$ cat config.mk
export PLATFORM = sky130hd
export DESIGN_NAME = rotor_position_averager_relay_top
export DESIGN_NICKNAME = d
export VERILOG_FILES = /design/src/hw/rtl/rpa_pkg.sv /design/src/hw/rtl/rpa_window.sv /design/src/hw/rtl/rpa_relay.sv /design/src/hw/rtl/rotor_position_averager_relay_top.sv
export SDC_FILE = /design/constraint.sdc
export NUM_CORES = 1
export LEC_CHECK = 0
export BUFFER_PORTS_ARGS = -buffer_cell sky130_fd_sc_hd__buf_2
export CORE_MARGIN = 2
export CORE_UTILIZATION = 62
export DETAILED_ROUTE_END_ITERATION = 10
export GPL_ROUTABILITY_DRIVEN = 0
export PLACE_DENSITY = 0.9
export SKIP_CTS_REPAIR_TIMING = 1
export SLEW_MARGIN = 5
export SYNTH_ARGS = -nofsm -noshare
export SYNTH_HDL_FRONTEND = slang
export SYNTH_SLANG_ARGS = --single-unit
$ cat constraint.sdc
create_clock -name clk_i -period 11.2 [get_ports clk_i]
set_clock_uncertainty 0.2 [all_clocks]
set_input_delay 1.68 -clock clk_i [delete_from_list [all_inputs] [get_ports clk_i]]
set_output_delay 1.68 -clock clk_i [all_outputs]
set_load 0.01 [all_outputs]
$ cat src/hw/rtl/rpa_pkg.sv
// Package with shared constants, types and helpers for the rotor position averager.
`timescale 1ns / 1ps

package rpa_pkg;

  localparam int WindowSize = 16;
  localparam int SampleW    = 10;
  localparam int IdxW       = $clog2(WindowSize);
  localparam int SumW       = SampleW + $clog2(WindowSize);
  localparam int PosW       = 16;
  localparam int DirW       = 8;

  // Reciprocal of three in 11 fractional bits; exact for every 10-bit value.
  localparam int Div3Mult  = 683;
  localparam int Div3Shift = 11;

  typedef enum logic [1:0] {
    CmdSample = 2'd0,
    CmdStart  = 2'd1,
    CmdStop   = 2'd2,
    CmdStatus = 2'd3
  } cmd_e;

  localparam logic [DirW-1:0] DirPlus  = 8'd1;
  localparam logic [DirW-1:0] DirMinus = 8'd2;

  typedef struct packed {
    logic            start;
    logic            stop;
    logic [DirW-1:0] dir;
  } relay_ctrl_t;

  typedef struct packed {
    logic plus;
    logic minus;
  } relay_lvl_t;

  function automatic logic [SampleW-1:0] div3(input logic [SampleW-1:0] x);
    logic [2*SampleW-1:0] prod;
    prod = (2*SampleW)'(x) * (2*SampleW)'(Div3Mult);
    return SampleW'(prod >> Div3Shift);
  endfunction

endpackage

$ cat src/hw/rtl/rpa_window.sv
// Sample ring, write index and running sum of the last feedback readings.
`timescale 1ns / 1ps

module rpa_window
  import rpa_pkg::*;
(
  input  logic               clk_i,
  input  logic               rst_ni,
  input  logic               sample_we_i,
  input  logic [SampleW-1:0] sample_i,
  output logic [SumW-1:0]    sum_next_o
);

  logic [SampleW-1:0] ring_q [WindowSize];
  logic [IdxW-1:0]    idx_q, idx_d;
  logic [SumW-1:0]    sum_q, sum_d;

  always_comb begin
    sum_d = sum_q - SumW'(ring_q[idx_q]) + SumW'(sample_i);
    if (idx_q == IdxW'(WindowSize - 1)) begin
      idx_d = '0;
    end else begin
      idx_d = idx_q + IdxW'(1);
    end
  end

  assign sum_next_o = sample_we_i ? sum_d : sum_q;

  always_ff @(posedge clk_i or negedge rst_ni) begin
    if (!rst_ni) begin
      for (int i = 0; i < WindowSize; i++) begin
        ring_q[i] <= '0;
      end
      idx_q <= '0;
      sum_q <= '0;
    end else if (sample_we_i) begin
      ring_q[idx_q] <= sample_i;
      idx_q         <= idx_d;
      sum_q         <= sum_d;
    end
  end

endmodule

$ cat src/hw/rtl/rpa_relay.sv
// Relay pin levels, both active low, set by start and stop words.
`timescale 1ns / 1ps

module rpa_relay
  import rpa_pkg::*;
(
  input  logic        clk_i,
  input  logic        rst_ni,
  input  relay_ctrl_t ctrl_i,
  output relay_lvl_t  lvl_next_o
);

  relay_lvl_t lvl_q, lvl_d;

  always_comb begin
    lvl_d = lvl_q;
    priority if (ctrl_i.start && ctrl_i.dir == DirPlus) begin
      lvl_d = '{plus: 1'b0, minus: 1'b1};
    end else if (ctrl_i.start && ctrl_i.dir == DirMinus) begin
      lvl_d = '{plus: 1'b1, minus: 1'b0};
    end else if (ctrl_i.start || ctrl_i.stop) begin
      lvl_d = '{plus: 1'b1, minus: 1'b1};
    end else begin
      lvl_d = lvl_q;
    end
  end

  assign lvl_next_o = lvl_d;

  always_ff @(posedge clk_i or negedge rst_ni) begin
    if (!rst_ni) begin
      lvl_q <= '{plus: 1'b1, minus: 1'b1};
    end else begin
      lvl_q <= lvl_d;
    end
  end

endmodule

$ cat src/hw/rtl/rotor_position_averager_relay_top.sv
// Top level: handshake, calibration register, position arithmetic and result register.
`timescale 1ns / 1ps

// Every accepted word gives one result word in the next cycle, and a new word
// is taken every cycle while the result register is free or being drained.
// The rate is set by the running-sum update of the sample ring. The position
// is the window average divided by three plus the calibration offset, modulo
// 65536; pin levels are low when a relay is active.
module rotor_position_averager_relay_top
  import rpa_pkg::*;
(
  input  logic               clk_i,
  input  logic               rst_ni,
  input  logic               cfg_wr_en_i,
  input  logic [PosW-1:0]    cfg_wr_data_i,
  input  logic               in_valid_i,
  output logic               in_ready_o,
  input  logic [1:0]         command_i,
  input  logic [SampleW-1:0] adc_sample_i,
  input  logic [DirW-1:0]    direction_i,
  output logic               out_valid_o,
  input  logic               out_ready_i,
  output logic [PosW-1:0]    position_o,
  output logic               plus_pin_o,
  output logic               minus_pin_o
);

  logic            accept;
  cmd_e            cmd;
  logic [PosW-1:0] offset_q;
  logic            valid_q;
  logic [PosW-1:0] pos_q, pos_d;
  relay_lvl_t      lvl_q;
  relay_lvl_t      lvl_next;
  relay_ctrl_t     relay_ctrl;
  logic [SumW-1:0] sum_next;
  logic [SampleW-1:0] avg;

  assign in_ready_o = !valid_q || out_ready_i;
  assign accept     = in_valid_i && in_ready_o;
  assign cmd        = cmd_e'(command_i);

  assign relay_ctrl.start = accept && (cmd == CmdStart);
  assign relay_ctrl.stop  = accept && (cmd == CmdStop);
  assign relay_ctrl.dir   = direction_i;

  rpa_window u_window (
    .clk_i       (clk_i),
    .rst_ni      (rst_ni),
    .sample_we_i (accept && (cmd == CmdSample)),
    .sample_i    (adc_sample_i),
    .sum_next_o  (sum_next)
  );

  rpa_relay u_relay (
    .clk_i      (clk_i),
    .rst_ni     (rst_ni),
    .ctrl_i     (relay_ctrl),
    .lvl_next_o (lvl_next)
  );

  assign avg   = SampleW'(sum_next / WindowSize);
  assign pos_d = PosW'(div3(avg)) + offset_q;

  always_ff @(posedge clk_i or negedge rst_ni) begin
    if (!rst_ni) begin
      offset_q <= '0;
      valid_q  <= 1'b0;
    end else begin
      if (cfg_wr_en_i) begin
        offset_q <= cfg_wr_data_i;
      end
      if (accept) begin
        valid_q <= 1'b1;
      end else if (out_ready_i) begin
        valid_q <= 1'b0;
      end
    end
  end

  // The result word is held until it is taken.
  always_ff @(posedge clk_i) begin
    if (accept) begin
      pos_q <= pos_d;
      lvl_q <= lvl_next;
    end
  end

  assign out_valid_o = valid_q;
  assign position_o  = pos_q;
  assign plus_pin_o  = lvl_q.plus;
  assign minus_pin_o = lvl_q.minus;

endmodule
After elaboration in Yosys (flattened, before gate mapping)
Cells that the tools add are included.
Cells by class
  mux-type cells: 13
  $mul: 1
  equal/unequal tests: 5
  bitwise gates (word level): 1
  reductions and logical operators: 12
  $lt $le $gt $ge: 2
  $add $sub $neg: 4
Operator list (number)
  $bwmux W160: 1
  $bmux W10 S4: 1
  $demux W10 S4: 1
  $mux W10: 3
  $mul A10 B10 Y20 const B: 1
  $add A9 B16 Y16: 1
  $add A14 B10 Y14: 1
  $mux W14: 1
  $sub A14 B10 Y14: 1
  $eq A8 B1 Y1 const B: 1
  $eq A8 B2 Y1 const B: 1
  $logic_and A1 B1 Y1: 7
  $mux W2: 3
  $ge A5 B5 Y1 const B: 1
  $lt A5 B1 Y1 const B: 1
  $not A4 Y5: 1
  $add A4 B1 Y4 const B: 1
  $eq A4 B4 Y1 const B: 1
  $mux W4: 1
  $eq A2 B1 Y1 const B: 1
  $eq A2 B2 Y1 const B: 1
  $logic_not A2 Y1: 1
  $logic_or A1 B1 Y1: 2
  $mux W1: 2
  other kinds (2): 2
Storage, ports and cells
  input port bits: 41
  bits in registers: 215

Longest topological paths before layout
Gate-level depths: netlist of the first run.
  depth after elaboration: 9
  depth in mapped cells: 40
  depth with buffers taken out: 38

By module
Synthesis of the first run repeated with hierarchy kept, for this count alone.
Second synthesis, totals
  cells, all modules: 1073
  area total of the unflattened synthesis: 12393.1 µm²
By module, submodules not included
  rpa_window: sequential area each 4454.3 µm², area an instance 8779.7 µm², cells each 743, instances 1
  rotor_position_averager_relay_top: sequential area each 965.9 µm², area an instance 3497.1 µm², cells each 320, instances 1
  rpa_relay: sequential area each 52.6 µm², area an instance 116.4 µm², cells each 10, instances 1

Worst setup path after synthesis of the first run
OpenSTA, ideal clock, no wires.
  path kind: input to register
  start: input port adc_sample_i[3]
  end: register pos_q[12] (netlist: position_o[12]) (data pin)
  stages: 35
  arrival: 9.493 ns
  setup slack: 1.234 ns
  path buffers: 1
  cells stage by stage: clkbuf_1 > inv_1 > fa_1 > inv_1 > ha_1 > and2_4 > nand3_1 > a31oi_1 > o21ai_2 > a21boi_2 > o211a_1 > or4_1 > nand3_1 > ha_1 > ha_1 > fa_1 > fa_1 > inv_1 > fa_1 > inv_1 > ha_1 > and3_1 > a221oi_1 > o21ai_2 > xor2_1 > ha_1 > fa_1 > a21o_1 > a21oi_1 > o21bai_1 > a21oi_1 > o21bai_1 > a211oi_1 > nor4b_1 > xor2_1
On the way
  cells in the longest elaborated chain, start to end: 4
Ends and longest elaborated chain
  start: declaration: RTL line rotor_position_averager_relay_top.sv:19  | input logic [SampleW-1:0] adc_sample_i,
  $add A14 B10 Y14: RTL line rpa_window.sv:19  | sum_d = sum_q - SumW'(ring_q[idx_q]) + SumW'(sample_i);
  $mux W14: RTL line rpa_window.sv:27  | assign sum_next_o = sample_we_i ? sum_d : sum_q;
  net avg[7]: RTL line rotor_position_averager_relay_top.sv:37  | logic [SampleW-1:0] avg;
  $mul A10 B10 Y20: RTL line rpa_pkg.sv:40  | prod = (2*SampleW)'(x) * (2*SampleW)'(Div3Mult);
  $add A9 B16 Y16: RTL line rotor_position_averager_relay_top.sv:63  | assign pos_d = PosW'(div3(avg)) + offset_q;
  net pos_d[12]: RTL line rotor_position_averager_relay_top.sv:32  | logic [PosW-1:0] pos_q, pos_d;
  end signal: assignment: RTL line rotor_position_averager_relay_top.sv:84  | pos_q <= pos_d;
  end: declaration: RTL line rotor_position_averager_relay_top.sv:32
The timed path passes the listed nets, and every way through them passes these cells.
A chain may end at the register's enable or synchronous reset.

Worst setup path after layout of the first run
  start: register u_window.idx_q[0]
  end: register pos_q[12] (netlist: position_o[12]) (data pin)
On the way
  cells in the longest elaborated chain, start to end: 9
Ends and longest elaborated chain
  start: declaration: RTL line rpa_window.sv:15  | logic [IdxW-1:0] idx_q, idx_d;
  start signal: assignment: RTL line rpa_window.sv:38  | idx_q <= idx_d;
  $not A4 Y5 (implied by the code): RTL line rpa_window.sv:19
  $bmux W10 S4: RTL line rpa_window.sv:19
  $mux W10 (implied by the code) (2 in series): RTL line rpa_window.sv:19
  $sub A14 B10 Y14: RTL line rpa_window.sv:19
  $add A14 B10 Y14: RTL line rpa_window.sv:19
  $mux W14: RTL line rpa_window.sv:27
  $mul A10 B10 Y20: RTL line rpa_pkg.sv:40
  $add A9 B16 Y16: RTL line rotor_position_averager_relay_top.sv:63
  net pos_d[12]: RTL line rotor_position_averager_relay_top.sv:32
The timed path passes the listed nets, and every way through them passes these cells. The select of a mux whose other input is x is not followed.

==> results_dict.tcl, run 1 <==
set metrics [dict create \
    rsz0062_at_grt "false" \
    via_per_inst 6.076 \
    period_share_pct 94.71 \
    finalSetupTns_ps 0 \
    yosysWarnings 0 \
    syn_area_per_cell_um2 13.24 \
    slew_headroom_pct 35.00 \
    synthArstFlopShare_pct 91.63 \
    antennaDiodeCount 0 \
    post-place-ws_ps 490.9 \
    cp_max_fo 22 \
    synthCells 940 \
    clk_pin_slew_ps 60 \
    tightest_slew_ps 975.0 \
    insertion_delay_ps 540 \
    grt_max_degree 126 \
    clkSinkCount 215 \
    fp.dieW_um 145.7 \
    period_needed_ps 10610 \
    criticalPathCategory "reg2reg" \
    ys_ff_latch 215 \
    max_freq_ghz 0.09428 \
    slowest_stage "dfrtp_4" \
    yosys-top-cells-area "dfrtp_1 39%, mux2_2 15%, mux4_2 9.0%, ha_1 8.8%, fa_1 5.3%" \
    clock-root-buffer "clkbuf_16" \
    ant_nets 0 \
    layout.nets 1163 \
    area_growth_pct 11.14 \
    fin_util_pct 70.61 \
    crit_family "adder cells" \
    clockBufferDepth 3 \
    grt_pass1_vias 8349 \
    yosys.cell_types.count 58 \
    synthDominantCellAreaShare_pct 39.21 \
    dp.final_hpwl_um 18320 \
    grt_pass1_wl_um 43830 \
    cp.required_ps 11260 \
    status "completed" \
    crit_buf_inv 4 \
    cp_slowest_stage_delay_ps 680 \
    cts_tree "done" \
    wl_met1_um 10870 \
    dieArea_um2 21220 \
    vias 7795 \
    routedWlPerCell_um 20.97 \
    synthFlopType "dfrtp_1" \
    min_path_type "reg2reg" \
    drive_gt1_share_pct 34.09 \
    setup_viol 0 \
    top_level_ports 61 \
    finalWirelength_um 26900 \
    synth_edf_count 18 \
    syn_area_um2 12450 \
    htreeDepth 1 \
    dr_wl_met2_um 13610 \
    cp-start-kind "flip-flop" \
    synthTopCellsByCount "195 x dfrtp_1, 161 x mux2_2, 98 x inv_1" \
    drtIter0Drc 466 \
    portBuffers 60 \
    cts_inserted_buffers 23 \
    hold_viol 0 \
    num_rows 51 \
    maxSlewViolCount 0 \
    dr_wl_met3_um 1386 \
    yosys.area.top_type "dfrtp_1" \
    yosysMostFrequentCell "dfrtp_1" \
    endpoint_kind "flip-flop" \
    core_area_um2 19590 \
    top_layer "met4" \
    die_h_um 145.7 \
    grt-ovfl-total 0 \
    track_usage_pct 25.88 \
    drt_first_pass_iters 5 \
    cp.arrival_ps 10670 \
    fin_ws_ps 592.8 \
    synth_nets 1102 \
    cap_violations 0 \
    antenna_found_initial 0 \
    drc 0 \
    start_util_pct 63.53 \
    ys_seq_area_share_pct 43.97 \
]
## cells by family (layout without fill, tap and decap cells)
group	after synthesis	in the layout	synth area share [%]
AOI/OAI and AO/OA	93	93	5.238
xor gates and xnor gates	29	29	2.041
adders and majority gates	121	121	14.16
buffers and inverters	130	208	3.991
DFF	215	215	43.97
muxes	228	228	25.14
and+or+nand+nor	124	124	5.459
## worst reg2reg max path, delay by kind of cell, from the launching register on
kind | cells | cell delay (ps)
xor gates and xnor gates | 2 | 340
and+or+nand+nor | 4 | 570
adders and majority gates | 10 | 3990
muxes | 2 | 1020
buffers and inverters | 4 | 470
AOI/OAI and AO/OA | 14 | 3100
DFF | 1 | 680
## layout by cell type, fill, tap and decap left out, types with 9 or more instances in the layout
cell type / instances
dfrtp_1: 193
mux2_2: 161
inv_1: 98
ha_1: 88
buf_2: 59
mux4_2: 50
nand2_1: 39
fa_1: 33
clkbuf_16: 23
a21oi_1: 18
edfxtp_1: 18
nor2_1: 16
mux2_1: 16
o21ai_0: 15
xnor2_1: 15
xor2_1: 14
a21o_1: 13
nor2_2: 12
nand3_1: 11
and3_1: 9
## flip-flops by register name, summed over array words and instances, names as in the netlist
| signal | count |
|---|---|
| minus_pin_o | 1 |
| offset_q | 16 |
| out_valid_o | 1 |
| plus_pin_o | 1 |
| position_o | 16 |
| u_relay.lvl_q | 2 |
| u_window.idx_q | 4 |
| u_window.ring_q | 160 |
| u_window.sum_q | 14 |
## area by class of cell
| cell class | count | area [um^2] |
|---|---|---|
| clock buffer | 30 | 641.9 |
| clock inverter | 12 | 152.6 |
| fill | 1248 | 5758 |
| inverter | 98 | 367.9 |
| multi-input combinational | 595 | 6476 |
| sequential | 215 | 5480 |
| tap | 265 | 331.6 |
| timing repair buffer | 68 | 381.6 |
## per-layer routing
layer / track usage, % / vias to the layer above
li1: - / 3493
met4: 10.10 / 0
met2: 44.29 / 242
met1: 33.71 / 3975
met3: 3.730 / 85
met5: 0 / -
## metrics by stage
stage / instance area [um^2] / std cells / hold WS, ps
after global placement: 13030 / 1241 / 262.8
after global routing: 13830 / 1283 / 302.8
after floorplan: 12450 / 940 / 249.8
after detailed placement: 13030 / 1241 / 273.1
after CTS: 13830 / 1283 / 287.5
final: 13830 / 1283 / 283.9
## path summary, 6_finish.rpt
kind | startpoint | to | slack, ps | cells after the start
worst max-delay path | u_window.idx_q[0] | position_o[12] | 590 | 36
worst min-delay path | u_window.ring_q[129] | u_window.ring_q[129] | 280 | 1
worst max register to register | u_window.idx_q[0] | position_o[12] | 590 | 36
worst min register to register | u_window.ring_q[129] | u_window.ring_q[129] | 280 | 1
max in group asynchronous | rst_ni | offset_q[15] | 8150 | 2
min in group asynchronous | rst_ni | u_window.ring_q[46] | 1110 | 1
Power of run 1 is left out: the tool's default activity adds up to more than one toggle a clock period on the data nets, which glitch-free logic cannot reach.
==> inputs of run 2 (changes only) <==
- REMOVE_ABC_BUFFERS: unset -> 1
==> run 2 against run 1 <==
  * Register-to-register slack improved by 70 ps
  * Final cell count increased by 0.31%
  * Critical path depth fell by 1
==> results_dict.tcl, run 2 (synthesized netlist as in run 1, its figures left out) <==
set metrics [dict create \
    status "completed" \
    placed_area_um2 13040 \
    fin_util_pct 71.30 \
    tightest_slew_ps 918.1 \
    drtIter0Drc 507 \
    grt_pass1_vias 8556 \
    grt-ovfl-total 0 \
    largest_reg_flops 160 \
    design_area_um2 13970 \
    reg2reg_from "u_window.idx_q[1]" \
    drc 0 \
    cap_violations 0 \
    ant_nets 0 \
    criticalPathCategory "reg2reg" \
    start_util_pct 63.53 \
    clockBufferDepth 3 \
    core_area_um2 19590 \
    die_h_um 145.7 \
    num_rows 51 \
    cp-start-kind "flip-flop" \
    cp_max_fo 44 \
    max_freq_ghz 0.09488 \
    fp.dieW_um 145.7 \
    critical_path.startpoint "u_window.idx_q[1]" \
    top_level_ports 61 \
    htreeDepth 1 \
    rsz0062_at_grt "false" \
    endpoint_kind "flip-flop" \
    period_share_pct 94.11 \
    num-fill-cells 1206 \
    via_per_inst 6.093 \
    crit_end "position_o[12]" \
    grt_pass1_wl_um 44700 \
    insertion_delay_ps 530 \
    cts_inserted_buffers 23 \
    antenna_found_initial 0 \
    finalSetupTns_ps 0 \
    drive_gt1_share_pct 34.54 \
    multi_input_area_um2 6476 \
    antennaDiodeCount 0 \
    track_usage_pct 26.33 \
    cts_tree "done" \
    cp.arrival_ps 10600 \
    finalWirelength_um 26880 \
    routedWlPerCell_um 20.89 \
    min_path_type "reg2reg" \
    clock-root-buffer "clkbuf_16" \
    mostFrequentLayoutCell "dfrtp_1" \
    maxSlewViolCount 0 \
    clk_pin_slew_ps 60 \
    reg2reg_setup_slack_ps 660 \
    period_needed_ps 10540 \
    dieArea_um2 21220 \
    hold_viol 0 \
    ff2ff_path_depth 35 \
    portBuffers 60 \
    grt_max_degree 76 \
    slew_headroom_pct 38.79 \
    largest-register "u_window.ring_q" \
    setup_viol 0 \
    layout.nets 1167 \
    area_growth_pct 12.22 \
    vias 7842 \
    reg2reg_to "position_o[12]" \
    drt_first_pass_iters 4 \
    slowest_stage "dfrtp_4" \
    final_cell_mix "193 x dfrtp_1, 161 x mux2_2, 98 x inv_1" \
    ff_latch_area_um2 5480 \
    cp_slowest_stage_delay_ps 830 \
    clkSinkCount 215 \
    dp.final_hpwl_um 17650 \
    cp.required_ps 11260 \
]
run 2: changes by cell type in the layout (fill, tap and decap cells not counted), sizes merged:
cell,delta
clkbuf,+1
bufinv,+3
clkinv,-5
buf,+4
inv,+1
run 2: through the flow:
| step | hold WS, ps | setup slack, ps | std cells |
|---|---|---|---|
| 6_report | 291.3 | 660.1 | 1287 |
| 5_1_grt | 314.2 | 27.75 | 1287 |
| 4_1_cts | 292.4 | 339.9 | 1286 |
| 3_5_place_dp | 276.7 | 435.3 | 1244 |
| 3_3_place_gp | 262.7 | 708.8 | 1244 |
| 2_1_floorplan | 249.8 | 387.7 | 908 |
run 2: critical path: cells and delay by family (launching register included):
family                   cells  cell delay (ps)
AO/OA/AOI/OAI               12             2470
XOR/XNOR                     2              320
adder cells (fa/ha/maj)     10             3950
buffers and inverters        3              150
flip-flops                   1              830
multiplexers                 2              950
AND/OR/NAND/NOR              6             1350
run 2: routing by layer:
metal,vias to the layer above,GRT usage [%],share of wire [%]
met3,75,3.417,4.3
met1,4036,33.65,41
li1,3498,-,-
met2,233,45.99,51
met5,-,0,0
met4,0,10.44,3.8
run 2: area by class of cell:
| cell class | instances | share of cell area (%) |
|---|---|---|
| Clock buffer | 31 | 4.766 |
| Clock inverter | 11 | 1.621 |
| Inverter | 98 | 2.634 |
| Timing Repair Buffer | 72 | 3.001 |
| Sequential cell | 215 | 39.24 |
| Tap cell | 265 | 2.374 |
| Multi-Input combinational cell | 595 | 46.37 |
run 2: worst min-delay path by stage:
| stage | depth (start not counted) | slack (ps) | from | to |
|---|---|---|---|---|
| 6_report | 1 | 290 | u_window.ring_q[123] | u_window.ring_q[123] |
| 5_1_grt | 1 | 310 | u_window.ring_q[45] | u_window.ring_q[45] |
| 4_1_cts | 1 | 290 | u_window.ring_q[123] | u_window.ring_q[123] |
| 3_5_place_dp | 1 | 280 | u_window.ring_q[46] | u_window.ring_q[46] |
| 3_3_place_gp | 1 | 260 | u_window.ring_q[42] | u_window.ring_q[42] |
| 2_1_floorplan | 2 | 250 | u_window.sum_q[3] | u_window.sum_q[3] |
Power of run 2 is left out for the same reason.
==> inputs of run 3 (changes only) <==
- ABC_AREA: unset -> 1
==> run 3 against run 2 <==
  * Wire length grew 20%
  * Critical endpoint is now position_o[14]
  * Synthesized cell count grew 61%
  * Non-clock buffer count shrank 2
  * Synthesized area grew 1.1%
  * Flip-flop and latch count is the same
  * Final area shrank 1.7%
  * Hold slack lost 11 ps
  * Setup slack gained 950 ps
  * Utilization shrank 3.0 points
==> results_dict.tcl, run 3 <==
set metrics [dict create \
    yosysWarnings 0 \
    clockBufferDepth 3 \
    syn_area_per_cell_um2 8.289 \
    endpoint_kind "flip-flop" \
    drtIter0Drc 829 \
    fp.dieW_um 146.5 \
    crit_family "adder cells" \
    cts_inserted_buffers 23 \
    cp-start-kind "flip-flop" \
    clk_pin_slew_ps 60 \
    yosys.area.top_type "dfrtp_1" \
    cp_max_fo 43 \
    reg2reg_from "u_window.idx_q[0]" \
    dp.final_hpwl_um 20360 \
    syn_area_um2 12580 \
    top_level_ports 61 \
    synthDominantCellAreaShare_pct 38.78 \
    synthArstFlopShare_pct 91.63 \
    htreeDepth 1 \
    final_cell_mix "329 x nand2_1, 234 x o21ai_0, 198 x inv_1" \
    synthFlopType "dfrtp_1" \
    period_share_pct 85.63 \
    maxSlewViolCount 0 \
    antenna_found_initial 0 \
    synthTopCellsByCount "329 x nand2_1, 234 x o21ai_0, 199 x inv_1" \
    grt-ovfl-total 0 \
    cp.arrival_ps 9660 \
    largest_reg_flops 160 \
    status "completed" \
    ys_ff_latch 215 \
    start_util_pct 62.59 \
    crit_end "position_o[14]" \
    ys_seq_area_share_pct 43.49 \
    finalSetupTns_ps 0 \
    ant_nets 0 \
    area_growth_pct 9.088 \
    criticalPathCategory "reg2reg" \
    slowest_stage "fa_1" \
    drive_gt1_share_pct 8.581 \
    cap_violations 0 \
    yosysMostFrequentCell "nand2_1" \
    vias 10698 \
    dieArea_um2 21450 \
    critical_path.startpoint "u_window.idx_q[0]" \
    mostFrequentLayoutCell "nand2_1" \
    cts_tree "done" \
    dr_wl_met3_um 2503 \
    largest-register "u_window.ring_q" \
    insertion_delay_ps 530 \
    setup_viol 0 \
    slew_headroom_pct 16.54 \
    yosys-top-cells-area "dfrtp_1 39%, nand2_1 9.8%, o21ai_0 9.3%, ha_1 8.8%, inv_1 5.9%" \
    min_path_type "reg2reg" \
    synth_edf_count 18 \
    portBuffers 60 \
    grt_max_degree 98 \
    cp.required_ps 11270 \
    die_h_um 146.5 \
    drc 0 \
    routedWlPerCell_um 17.77 \
    grt_pass1_wl_um 52740 \
    reg2reg_setup_slack_ps 1610 \
    tightest_slew_ps 1251 \
    cp_slowest_stage_delay_ps 560 \
    antennaDiodeCount 0 \
    wl_met1_um 12210 \
    synthCells 1518 \
    hold_viol 0 \
    via_per_inst 5.878 \
    rsz0062_at_grt "false" \
    track_usage_pct 30.58 \
    yosys.cell_types.count 43 \
    cp_num_cells 44 \
    worst_path_most_repeated_cell "nand2_1" \
    core_area_um2 20100 \
    reg2reg_to "position_o[14]" \
    grt_pass1_vias 10667 \
    clkSinkCount 215 \
    layout.nets 1699 \
    drt_first_pass_iters 6 \
    max_freq_ghz 0.1043 \
    ff2ff_path_depth 44 \
    dr_wl_met2_um 16040 \
    finalWirelength_um 32350 \
    period_needed_ps 9591 \
    top_layer "met4" \
    crit_buf_inv 5 \
    num_rows 52 \
    clock-root-buffer "clkbuf_16" \
]
run 3: worst min path at each step:
stage	start	endpoint	slack (ps)	depth (start not counted)
floorplan	u_window.ring_q[10]	u_window.ring_q[10]	250	2
global placement	u_window.ring_q[22]	u_window.ring_q[22]	260	2
detailed placement	u_window.ring_q[48]	u_window.ring_q[48]	270	2
CTS	u_window.ring_q[21]	u_window.ring_q[21]	280	2
global route	u_window.ring_q[40]	u_window.ring_q[40]	300	2
finish	u_window.ring_q[21]	u_window.ring_q[21]	280	2
run 3: cell type report:
| class | count | area, um^2 |
|---|---|---|
| clock buffer | 34 | 666.9 |
| clock inverter | 4 | 35.03 |
| fill | 1435 | 6377 |
| inverter | 202 | 758.2 |
| multi-input combinational | 1025 | 6071 |
| sequential | 215 | 5474 |
| tap | 270 | 337.8 |
| timing repair buffer | 70 | 384.1 |
run 3: kinds of logic (layout without fill, tap and decap cells):
logic type | count (synthesis) | in the layout | synth area share, %
xor+xnor | 29 | 29 | 2.018
flops | 215 | 215 | 43.49
compound gates | 390 | 390 | 15.98
simple gates | 474 | 474 | 15.09
mux | 11 | 11 | 0.9745
buf+inv | 278 | 310 | 8.442
fa+ha+maj | 121 | 121 | 14.00
run 3: metrics by stage:
| step | cells | hold slack, ps | util, % | cell area [um^2] | setup slack, ps |
|---|---|---|---|---|---|
| detailed placement | 1782 | 267.6 | 64.79 | 13030 | 1483 |
| floorplan | 1442 | 247.8 | - | 12280 | 720.5 |
| global placement | 1782 | 260.7 | 64.79 | 13030 | 1650 |
| CTS | 1820 | 282.2 | 68.28 | 13730 | 1768 |
| finish | 1820 | 280.5 | 68.28 | 13730 | 1609 |
| global route | 1820 | 298.1 | 68.28 | 13730 | 934.1 |
run 3: worst reg2reg max path: cells and delay by family (launching register included):
family / cells / cell delay [ps]
adders and majority gates: 9 / 3700
AOI/OAI and AO/OA: 14 / 2240
and+or+nand+nor: 13 / 1190
buffers and inverters: 5 / 1180
xor gates and xnor gates: 3 / 430
DFF: 1 / 400
run 3: metal layers:
| layer | track usage, % | vias up |
|---|---|---|
| li1 | - | 4965 |
| met5 | 0 | - |
| met3 | 4.500 | 115 |
| met2 | 52.52 | 564 |
| met1 | 38.37 | 5054 |
| met4 | 14.37 | 0 |
Power of run 3 is left out for the same reason.
